$ cat src/mtws_pkg.sv
// ----------------------------------------------------------------------------
// Multi-task watchdog supervisor package
// Shared widths, codes, word types and the controller/datapath interface.
// ----------------------------------------------------------------------------
package mtws_pkg;

  localparam int NUM_TASKS_DEF = 4;
  localparam int TICK_W        = 32;
  localparam int TASK_W        = 2;
  localparam int CFG_IDX_W     = 2;
  localparam int CFG_DATA_W    = 32;

  localparam logic [TICK_W-1:0] TIMEOUT_RESET = 32'd1000;

  typedef enum logic [1:0] {
    OP_TICK     = 2'd0,
    OP_ALIVE    = 2'd1,
    OP_REGISTER = 2'd2,
    OP_CHECK    = 2'd3
  } op_t;

  typedef enum logic [CFG_IDX_W-1:0] {
    REG_STARTUP_DONE  = 2'd0,
    REG_TIMEOUT_TICKS = 2'd1
  } reg_idx_t;

  typedef struct packed {
    op_t               opcode;
    logic [TASK_W-1:0] task_id;
  } in_word_t;

  typedef struct packed {
    logic              refresh;
    logic              fault;
    logic [TASK_W-1:0] fault_task;
  } out_word_t;

  typedef struct packed {
    logic exec;
    logic scan_start;
    logic scan_read;
    logic scan_next;
    logic res_clear;
    logic res_refresh;
    logic res_fault;
    logic out_load;
  } cmd_t;

  typedef struct packed {
    logic startup_done;
    logic expired;
    logic last_task;
    logic out_free;
  } stat_t;

endpackage

$ cat src/mtws_ctrl.sv
// ----------------------------------------------------------------------------
// Multi-task watchdog supervisor controller
// Sequences one word at a time: execute, scan the task table, hand over result.
// ----------------------------------------------------------------------------
module mtws_ctrl
  import mtws_pkg::*;
(
  input  logic     clk,
  input  logic     rst,
  input  logic     in_valid,
  output logic     in_ready,
  input  op_t      in_op,
  input  stat_t    stat,
  output cmd_t     cmd
);

  typedef enum logic [3:0] {
    S_IDLE = 4'b0001,
    S_READ = 4'b0010,
    S_CMP  = 4'b0100,
    S_RESP = 4'b1000
  } state_t;

  state_t state;
  state_t state_next;

  always_ff @(posedge clk) begin
    if (rst) begin
      state <= S_IDLE;
    end else begin
      state <= state_next;
    end
  end

  always_comb begin
    state_next = state;
    cmd        = '0;
    in_ready   = 1'b0;
    case (state)
      S_IDLE: begin
        in_ready = 1'b1;
        if (in_valid) begin
          cmd.exec = 1'b1;
          if (in_op == OP_CHECK && stat.startup_done) begin
            cmd.scan_start = 1'b1;
            state_next     = S_READ;
          end else if (in_op == OP_CHECK) begin
            cmd.res_refresh = 1'b1;
            state_next      = S_RESP;
          end else begin
            cmd.res_clear = 1'b1;
            state_next    = S_RESP;
          end
        end
      end
      S_READ: begin
        cmd.scan_read = 1'b1;
        state_next    = S_CMP;
      end
      S_CMP: begin
        if (stat.expired) begin
          cmd.res_fault = 1'b1;
          state_next    = S_RESP;
        end else if (stat.last_task) begin
          cmd.res_refresh = 1'b1;
          state_next      = S_RESP;
        end else begin
          cmd.scan_next = 1'b1;
          state_next    = S_READ;
        end
      end
      S_RESP: begin
        if (stat.out_free) begin
          cmd.out_load = 1'b1;
          state_next   = S_IDLE;
        end
      end
      default: begin
        state_next = S_IDLE;
      end
    endcase
  end

endmodule

$ cat src/mtws_datapath.sv
// ----------------------------------------------------------------------------
// Multi-task watchdog supervisor datapath
// Tick counter, task table, configuration registers, compare and result words.
// ----------------------------------------------------------------------------
module mtws_datapath
  import mtws_pkg::*;
#(
  parameter int NUM_TASKS = NUM_TASKS_DEF
) (
  input  logic                  clk,
  input  logic                  rst,
  input  in_word_t              in_word,
  input  logic                  out_ready,
  output logic                  out_valid,
  output out_word_t             out_word,
  input  logic                  cfg_valid,
  input  logic [CFG_IDX_W-1:0]  cfg_index,
  input  logic [CFG_DATA_W-1:0] cfg_data,
  input  cmd_t                  cmd,
  output stat_t                 stat
);

  localparam int IDX_W = (NUM_TASKS > 1) ? $clog2(NUM_TASKS) : 1;

  logic [TICK_W-1:0] last_alive [NUM_TASKS];
  logic [NUM_TASKS-1:0] alive_vld;
  logic [NUM_TASKS-1:0] task_enabled;

  logic              startup_done;
  logic [TICK_W-1:0] timeout_ticks;
  logic [TICK_W-1:0] tick_now;

  logic [IDX_W-1:0]  idx;
  logic [TICK_W-1:0] rd_data;
  logic              rd_vld;
  logic              rd_en;
  out_word_t         res;

  logic [IDX_W-1:0]  wr_idx;
  logic              id_ok;
  logic [TICK_W-1:0] elapsed;

  assign wr_idx  = IDX_W'(in_word.task_id);
  assign id_ok   = 32'(in_word.task_id) < NUM_TASKS;
  assign elapsed = tick_now - (rd_vld ? rd_data : '0);

  assign stat.startup_done = startup_done;
  assign stat.expired      = rd_en && (elapsed > timeout_ticks);
  assign stat.last_task    = (idx == IDX_W'(NUM_TASKS - 1));
  assign stat.out_free     = !out_valid || out_ready;

  always_ff @(posedge clk) begin
    if (rst) begin
      startup_done  <= 1'b0;
      timeout_ticks <= TIMEOUT_RESET;
    end else if (cfg_valid) begin
      case (cfg_index)
        REG_STARTUP_DONE:  startup_done  <= cfg_data[0];
        REG_TIMEOUT_TICKS: timeout_ticks <= cfg_data;
        default: begin
        end
      endcase
    end
  end

  always_ff @(posedge clk) begin
    if (rst) begin
      tick_now     <= '0;
      alive_vld    <= '0;
      task_enabled <= '0;
    end else if (cmd.exec) begin
      case (in_word.opcode)
        OP_TICK: tick_now <= tick_now + TICK_W'(1);
        OP_ALIVE: begin
          if (id_ok) begin
            alive_vld[wr_idx] <= 1'b1;
          end
        end
        OP_REGISTER: begin
          if (id_ok) begin
            task_enabled[wr_idx] <= 1'b1;
          end
        end
        default: begin
        end
      endcase
    end
  end

  always_ff @(posedge clk) begin
    if (cmd.exec && in_word.opcode == OP_ALIVE && id_ok) begin
      last_alive[wr_idx] <= tick_now;
    end
    if (cmd.scan_read) begin
      rd_data <= last_alive[idx];
    end
  end

  always_ff @(posedge clk) begin
    if (cmd.scan_start) begin
      idx <= '0;
    end else if (cmd.scan_next) begin
      idx <= idx + IDX_W'(1);
    end
    if (cmd.scan_read) begin
      rd_vld <= alive_vld[idx];
      rd_en  <= task_enabled[idx];
    end
  end

  always_ff @(posedge clk) begin
    if (cmd.res_clear) begin
      res <= '0;
    end else if (cmd.res_refresh) begin
      res <= '{refresh: 1'b1, fault: 1'b0, fault_task: '0};
    end else if (cmd.res_fault) begin
      res.refresh    <= 1'b0;
      res.fault      <= 1'b1;
      res.fault_task <= TASK_W'(idx);
    end
    if (cmd.out_load) begin
      out_word <= res;
    end
  end

  always_ff @(posedge clk) begin
    if (rst) begin
      out_valid <= 1'b0;
    end else if (cmd.out_load) begin
      out_valid <= 1'b1;
    end else if (out_ready) begin
      out_valid <= 1'b0;
    end
  end

endmodule

$ cat src/multi_task_watchdog_supervisor.sv
// A tick, alive, register or early check word is registered into the result word on acceptance, and the result
// is loaded into the output register once the output is free. A check after startup reads and then compares
// each task from task 0 on, as the last-alive table has one read port with registered data, and it stops at
// the first enabled task that has expired or after the last task. A new word is taken once the previous
// result has been loaded into the output register; a new word is taken while that result waits at the output.
// Synchronous reset clears the tick counter, registrations and alive marks, and restores the registers.
// ----------------------------------------------------------------------------
// Multi-task watchdog supervisor
// Checks registered tasks for missed alive reports against a shared timeout.
// ----------------------------------------------------------------------------
module multi_task_watchdog_supervisor
  import mtws_pkg::*;
#(
  parameter int NUM_TASKS = NUM_TASKS_DEF
) (
  input  logic                  clk,
  input  logic                  rst,
  input  logic                  in_valid,
  output logic                  in_ready,
  input  in_word_t              in_word,
  output logic                  out_valid,
  input  logic                  out_ready,
  output out_word_t             out_word,
  input  logic                  cfg_valid,
  output logic                  cfg_ready,
  input  logic [CFG_IDX_W-1:0]  cfg_index,
  input  logic [CFG_DATA_W-1:0] cfg_data
);

  cmd_t  cmd;
  stat_t stat;

  assign cfg_ready = 1'b1;

  mtws_ctrl u_ctrl (
    .clk      (clk),
    .rst      (rst),
    .in_valid (in_valid),
    .in_ready (in_ready),
    .in_op    (in_word.opcode),
    .stat     (stat),
    .cmd      (cmd)
  );

  mtws_datapath #(
    .NUM_TASKS (NUM_TASKS)
  ) u_datapath (
    .clk       (clk),
    .rst       (rst),
    .in_word   (in_word),
    .out_ready (out_ready),
    .out_valid (out_valid),
    .out_word  (out_word),
    .cfg_valid (cfg_valid),
    .cfg_index (cfg_index),
    .cfg_data  (cfg_data),
    .cmd       (cmd),
    .stat      (stat)
  );

endmodule

$ cat config.mk
export PLATFORM = sky130hd
export DESIGN_NAME = multi_task_watchdog_supervisor
export DESIGN_NICKNAME = d
export VERILOG_FILES = /design/src/mtws_pkg.sv /design/src/mtws_ctrl.sv /design/src/mtws_datapath.sv /design/src/multi_task_watchdog_supervisor.sv
export SDC_FILE = /design/constraint.sdc
export NUM_CORES = 1
export LEC_CHECK = 0
export BUFFER_PORTS_ARGS = -buffer_cell sky130_fd_sc_hd__buf_4
export CAP_MARGIN = 40
export CORE_MARGIN = 4
export CORE_UTILIZATION = 25
export CTS_CLUSTER_SIZE = 20
export DETAILED_ROUTE_END_ITERATION = 8
export PLACE_DENSITY = 0.48
export SLEW_MARGIN = 10
export SYNTH_ARGS = -nofsm -noshare
export SYNTH_HDL_FRONTEND = slang
export SYNTH_HIERARCHICAL = 1
export SYNTH_SLANG_ARGS = --single-unit
$ cat constraint.sdc
create_clock -name clk -period 8.04 [get_ports clk]
set_input_delay 0.804 -clock clk [delete_from_list [all_inputs] [get_ports clk]]
set_output_delay 0.804 -clock clk [all_outputs]
set_load 0.03 [all_outputs]
# Yosys cells after proc, flatten, opt, wreduce, memory -nomap -nowiden

Memory sizes are Yosys's and may differ from the RTL's. A register that Yosys moved wholly into a read port is not among the register bits.
Cells that the tools add are included.
Widths: inputs -> output; s select.

Output and inout port bits: 7
Bits in registers: 90
Logic and storage cells: 93
Memories kept: 1
Bits in writable memories: 128
Bits of input ports: 43

Eq/ne operators: 11
Add/subtract/negate cells: 3
Reduce and logical (&&, ||, !) cells: 17
Mux-type cells: 39
Magnitude comparators: 4
Bitwise operators: 2

Memories:

| memory                | words | bits a word | rd ports | clocked after memory_dff | wr ports | RTL line            | RTL |
|---|---|---|---|---|---|---|---|
| u_datapath.last_alive | 4     | 32          | 1        | 1                        | 1        | mtws_datapath.sv:25 | `logic [TICK_W-1:0] last_alive [NUM_TASKS];` |

Operator list:

| operator              | number |
|---|---|
| $add 32x1->32 const B | 1 |
| $gt 32x32->1          | 1 |
| $mux 32               | 1 |
| $sub 32x32->32        | 1 |
| $mux 4                | 7 |
| $mux 1                | 22 |
| $pmux 4 s4            | 1 |
| $reduce_and 2->1      | 6 |
| $mux 2                | 4 |
| $or 4x4->4            | 2 |
| $eq 2x2->1 const B    | 3 |
| $lt 2x3->1 const B    | 2 |
| $bmux 1 s2            | 2 |
| $eq 2x1->1 const B    | 2 |
| $eq 4x1->1 const B    | 1 |
| $eq 4x2->1 const B    | 1 |
| $eq 4x3->1 const B    | 1 |
| $eq 4x4->1 const B    | 1 |
| $logic_and 1x1->1     | 4 |
| $logic_not 2->1       | 2 |
| $ne 2x2->1 const B    | 2 |
| $reduce_bool 2->1     | 2 |
| $add 2x1->2 const B   | 1 |
| $demux 1 s2           | 1 |
| 5 further kinds       | 5 |

# Logic depth before layout (Yosys ltp)

Depth in word-level cells: 8
Depth in mapped cells: 23
Gate-level depth less buffers: 23

# By module

Netlist, hierarchy kept.

Modules (own cells, without submodules):

| module                         | area each (um^2) | cells an instance | instances | seq. area each (um^2) |
|---|---|---|---|---|
| mtws_datapath                  | 11442.2          | 953               | 1         | 6586.3 |
| mtws_ctrl                      | 295.3            | 34                | 1         | 80.1 |
| multi_task_watchdog_supervisor | 11.3             | 2                 | 1         | 0.0 |

# Least setup slack after synthesis

OpenSTA, ideal clock, no wires.

Path kind: register to register
From: register u_datapath.rd_vld
To: register u_datapath/res[0] in the netlist's numbering
Setup slack: 3.473 ns
Setup time: 0.138 ns
Path buffers: 1
Cell stages (with the launch flop): 20
Clock period less this slack: 4.567 ns
Arrival: 4.428 ns
Data required time: 7.902 ns
Path through: edfxtp_1 -> clkbuf_1 -> nand2_1 -> fa_1 -> a21o_1 -> nand4_1 -> a21oi_1 -> o311ai_0 -> a21boi_0 -> nor4_1 -> a211oi_1 -> ha_1 -> nand4_1 -> nor4_1 -> a22oi_1 -> a21oi_1 -> inv_1 -> nor2_1 -> mux2i_1 -> nor3_1

RTL lines:

| element                | RTL line             | RTL |
|---|---|---|
| from (decl)            | mtws_datapath.sv:35  | `logic rd_vld;` |
| from (signal assigned) | mtws_datapath.sv:106 | `rd_vld <= alive_vld[idx];` |
| to (signal assigned)   | mtws_datapath.sv:115 | `res <= '{refresh: 1'b1, fault: 1'b0, fault_task: '0};` |
| to (decl)              | mtws_datapath.sv:37  | `out_word_t res;` |

==> run_results.csv <==
group,metric,value,unit
status,status,"finished, final reports clean",
placed_design,port-buffer-count,48,
floorplan,die_h,224.8,µm
timing,rsz0062_at_grt,"false",
logic_synthesis,avgSynthCellArea,11.88,µm²
cells_and_area,register_area,6669,µm²
floorplan,rows,79,
timing,fmax,0.1711,GHz
setup_path,endpoint_kind,"flop",
min_path,hold_depth,2,
global_routing,grt_pass1_wl,43370,µm
timing,finalClockSkew,0.008617,ns
timing,finalCritPeriodShare,0.7269,
drt,wl,27200,µm
cells_and_area,diodes,0,
logic_synthesis,yosysTopAreaCell,"edfxtp_1",
logic_synthesis,ys_seq_elements,250,
timing,setup_violations,0,
logic_synthesis,post_synth_instance_area,11750,µm²
cells_and_area,finalNonFillerCells,1677,
setup_path,r2r_cells,21,
setup_path,cp_slowest_cell,"a21oi_1",
placed_design,dpl.hpwl,18400,µm
drt,drc_errors,0,
global_routing,track_usage,0.1071,
drt,drt_iter0_markers,419,
timing,slew_viol_final,0,
clock_tree,htree_levels,1,
pwr,peakVddDrop,170.2,µV
drt,ant_nets,0,
setup_path,required,8.47,ns
drt,wl_met1,13970,µm
drt,dr.pass1.iters,4,
logic_synthesis,ys_types,69,
setup_path,path_buf_inv,3,
logic_synthesis,synth_fp_nets,1099,
min_path,hold_end,"u_datapath/timeout_ticks[9]",
global_routing,antenna_found_initial,0,
clock_tree,cts_tree,"built",
setup_path,crit_fanout,32,
logic_synthesis,synthFlopType,"edfxtp_1",
cells_and_area,multi_input_area,4788,µm²
pwr,p_leak,0.004778,µW
drt,dr_wl_met3,1234,µm
clock_tree,cts_buffer_depth,3,
logic_synthesis,synth_top_area_frac,0.4243,
floorplan,dieArea,50530,µm²
clock_tree,cts_buffers,28,
drt,vias_per_cell,4.516,
setup_path,cp_top_family,"compound AO/OA/AOI/OAI gates",
cells_and_area,n_fill_cell,4755,
drt,via_count,7574,
floorplan,initial_core_util,0.2529,
logic_synthesis,synthArstFlopShare,0,
min_path,hold_class,"primary input to flop",
setup_path,critPathArrivalTime,6.28,ns
timing,period_minus_slack,5.844,ns
clock_tree,cts.sinks,250,
clock_tree,cts-hold-fix-buffers,0,
pwr,power_density,210.6,nW/µm²
flow_run,max-cap-violations,0,
placed_design,placedInstanceArea,12890,µm²
placed_design,dp.cells,1625,
clock_tree,cts_resized,0,
setup_path,rr_startpoint,"u_datapath/rd_vld",
logic_synthesis,netlist_top_cells_area,"edfxtp_1 (42%), dfxtp_1 (14%), ha_1 (7.0%)",
floorplan,io_pins,50,
timing,tightest_slew,0.8737,ns
pwr,finalPower,2924,µW
cells_and_area,postLayoutCoreUtil,0.2989,
clock_tree,root_buffer,"clkbuf_16",
setup_path,rrSetupSlack,2.20,ns
timing,fin_tns_setup,0,ns
clock_tree,clk_latency,0.57,ns
clock_tree,clk_pin_slew,0.06,ns
floorplan,coreArea,46460,µm²
timing,max-slew-margin-rel,0.4175,
global_routing,grt_pass1_vias,7664,
cells_and_area,drive_gt1_frac,0.1495,
setup_path,r2r_end,"u_datapath/res[0]",
drt,highest_layer,"met4",
placed_design,gp_congestion,0.7706,
clock_tree,post_cts_buffers,0,
setup_path,cp_slowest_stage_delay,0.72,ns
global_routing,grt_overflow,0,
logic_synthesis,syn_inst,989,
drt,routedWlPerCell,16.22,µm
global_routing,grt_max_degree,69,
setup_path,criticalPathCategory,"flop to flop",
setup_path,crit_chain,"buf_4, and2_1, ha_1, inv_1, fa_1, a21o_1, nand4_1, a21oi_1, o311ai_0, a21boi_0, nor4_1, a211oi_1, ha_1, nand4_1, nor4_1, a22oi_1, a21oi_1, inv_1, nor2_1, mux2i_1, nor3_1",
cells_and_area,fin_nets,1158,
logic_synthesis,synth_common_cells,"edfxtp_1 (166), nand2_1 (123), a21oi_1 (86)",
logic_synthesis,yosysSeqAreaShare,0.5674,
cells_and_area,design_area,13890,µm²
drt,wl_met2,11490,µm
setup_path,startpoint_type,"flop",
min_path,worstHoldStart,"cfg_data[9]",
logic_synthesis,synth_edf_count,166,
timing,hold_viol_final,0,
floorplan,die_w,224.8,µm
logic_synthesis,synth_most_common_cell,"edfxtp_1",
logic_synthesis,ys_warn_count,6,
cells_and_area,syn2layout_area_growth,18.19,%
==> how the worst max path moves through the flow <==
| stage | from | endpoint | slack (ns) | cells after the start |
|---|---|---|---|---|
| 3_5_place_dp | u_datapath/rd_vld | u_datapath/res[0] | 2.15 | 21 |
| 6_report | u_datapath/rd_vld | u_datapath/res[0] | 2.20 | 21 |
| 3_3_place_gp | u_datapath/rd_vld | u_datapath/res[1] | 2.33 | 21 |
| 4_1_cts | u_datapath/rd_vld | u_datapath/res[0] | 2.13 | 21 |
| 2_1_floorplan | u_datapath/rd_vld | u_datapath/res[0] | 3.47 | 19 |
| 5_1_grt | u_datapath/rd_vld | u_datapath/res[1] | 1.55 | 21 |
==> flip-flops by register name, summed over array words and instances, names as in the netlist, 32 cells and up <==
| signal | count |
|---|---|
| u_datapath/last_alive | 128 |
| u_datapath/rd_data | 32 |
| u_datapath/tick_now | 32 |
| u_datapath/timeout_ticks | 32 |
==> stage by stage <==
stage / hold WS (ns) / setup slack [ns]
after floorplan: 0.4076 / 3.473
after global placement: 0.4405 / 2.327
after detailed placement: 0.4256 / 2.152
after CTS: 0.4018 / 2.134
after global routing: 0.4175 / 1.546
final: 0.4338 / 2.196
==> kinds of logic (layout without fill, tap and decap cells) <==
logic type / after synthesis / count (layout) / share of synthesized area
AO/OA/AOI/OAI: 194 / 194 / 0.09947
XOR/XNOR: 50 / 50 / 0.03727
adder cells (fa/ha/maj): 67 / 67 / 0.07199
buffers and inverters: 82 / 163 / 0.02716
flip-flops: 250 / 250 / 0.5674
multiplexers: 40 / 40 / 0.07029
other: 1 / 1 / 0.0003192
AND/OR/NAND/NOR: 305 / 305 / 0.1261
==> layout make-up <==
| class | count | share of cell area |
|---|---|---|
| flip-flops and latches | 250 | 0.4803 |
| repair buffers | 61 | 0.03496 |
| clock inverters | 19 | 0.01847 |
| clock buffers | 33 | 0.05325 |
| inverters | 50 | 0.01352 |
| well taps | 607 | 0.05469 |
| multi-input cells | 657 | 0.3448 |
==> metal layers <==
| layer | up-vias | track usage |
|---|---|---|
| li1 | 3759 | - |
| met1 | 3659 | 0.1626 |
| met2 | 120 | 0.1590 |
| met3 | 36 | 0.02114 |
| met4 | 0 | 0.02194 |
| met5 | - | 0 |
==> cells in the final DEF (no fill, tap or decap), types with 6 or more instances in the layout <==
cell type	n
xnor2_1	30
mux4_2	34
a211o_1	7
mux2i_1	6
edfxtp_1	166
nor2_1	74
nand4_1	19
o21ai_0	40
a21oi_1	86
buf_4	59
ha_1	66
nand2b_1	7
inv_1	50
dfxtp_1	82
a21o_1	25
or3_1	11
xor2_1	20
a31oi_1	9
nand3_1	14
nor3_1	9
nand2_1	123
nor2b_1	7
nor3_2	7
clkbuf_16	28
==> power by group <==
part / internal [µW] / leakage (µW) / switching, µW / total (µW)
clock network: 823 / 0.000470 / 541 / 1360
logic: 77.9 / 0.00230 / 90.9 / 169
registers: 1380 / 0.00201 / 10.7 / 1390
total: 2280 / 0.00478 / 642 / 2920
No activity file was read; power rests on OpenSTA's default activity.
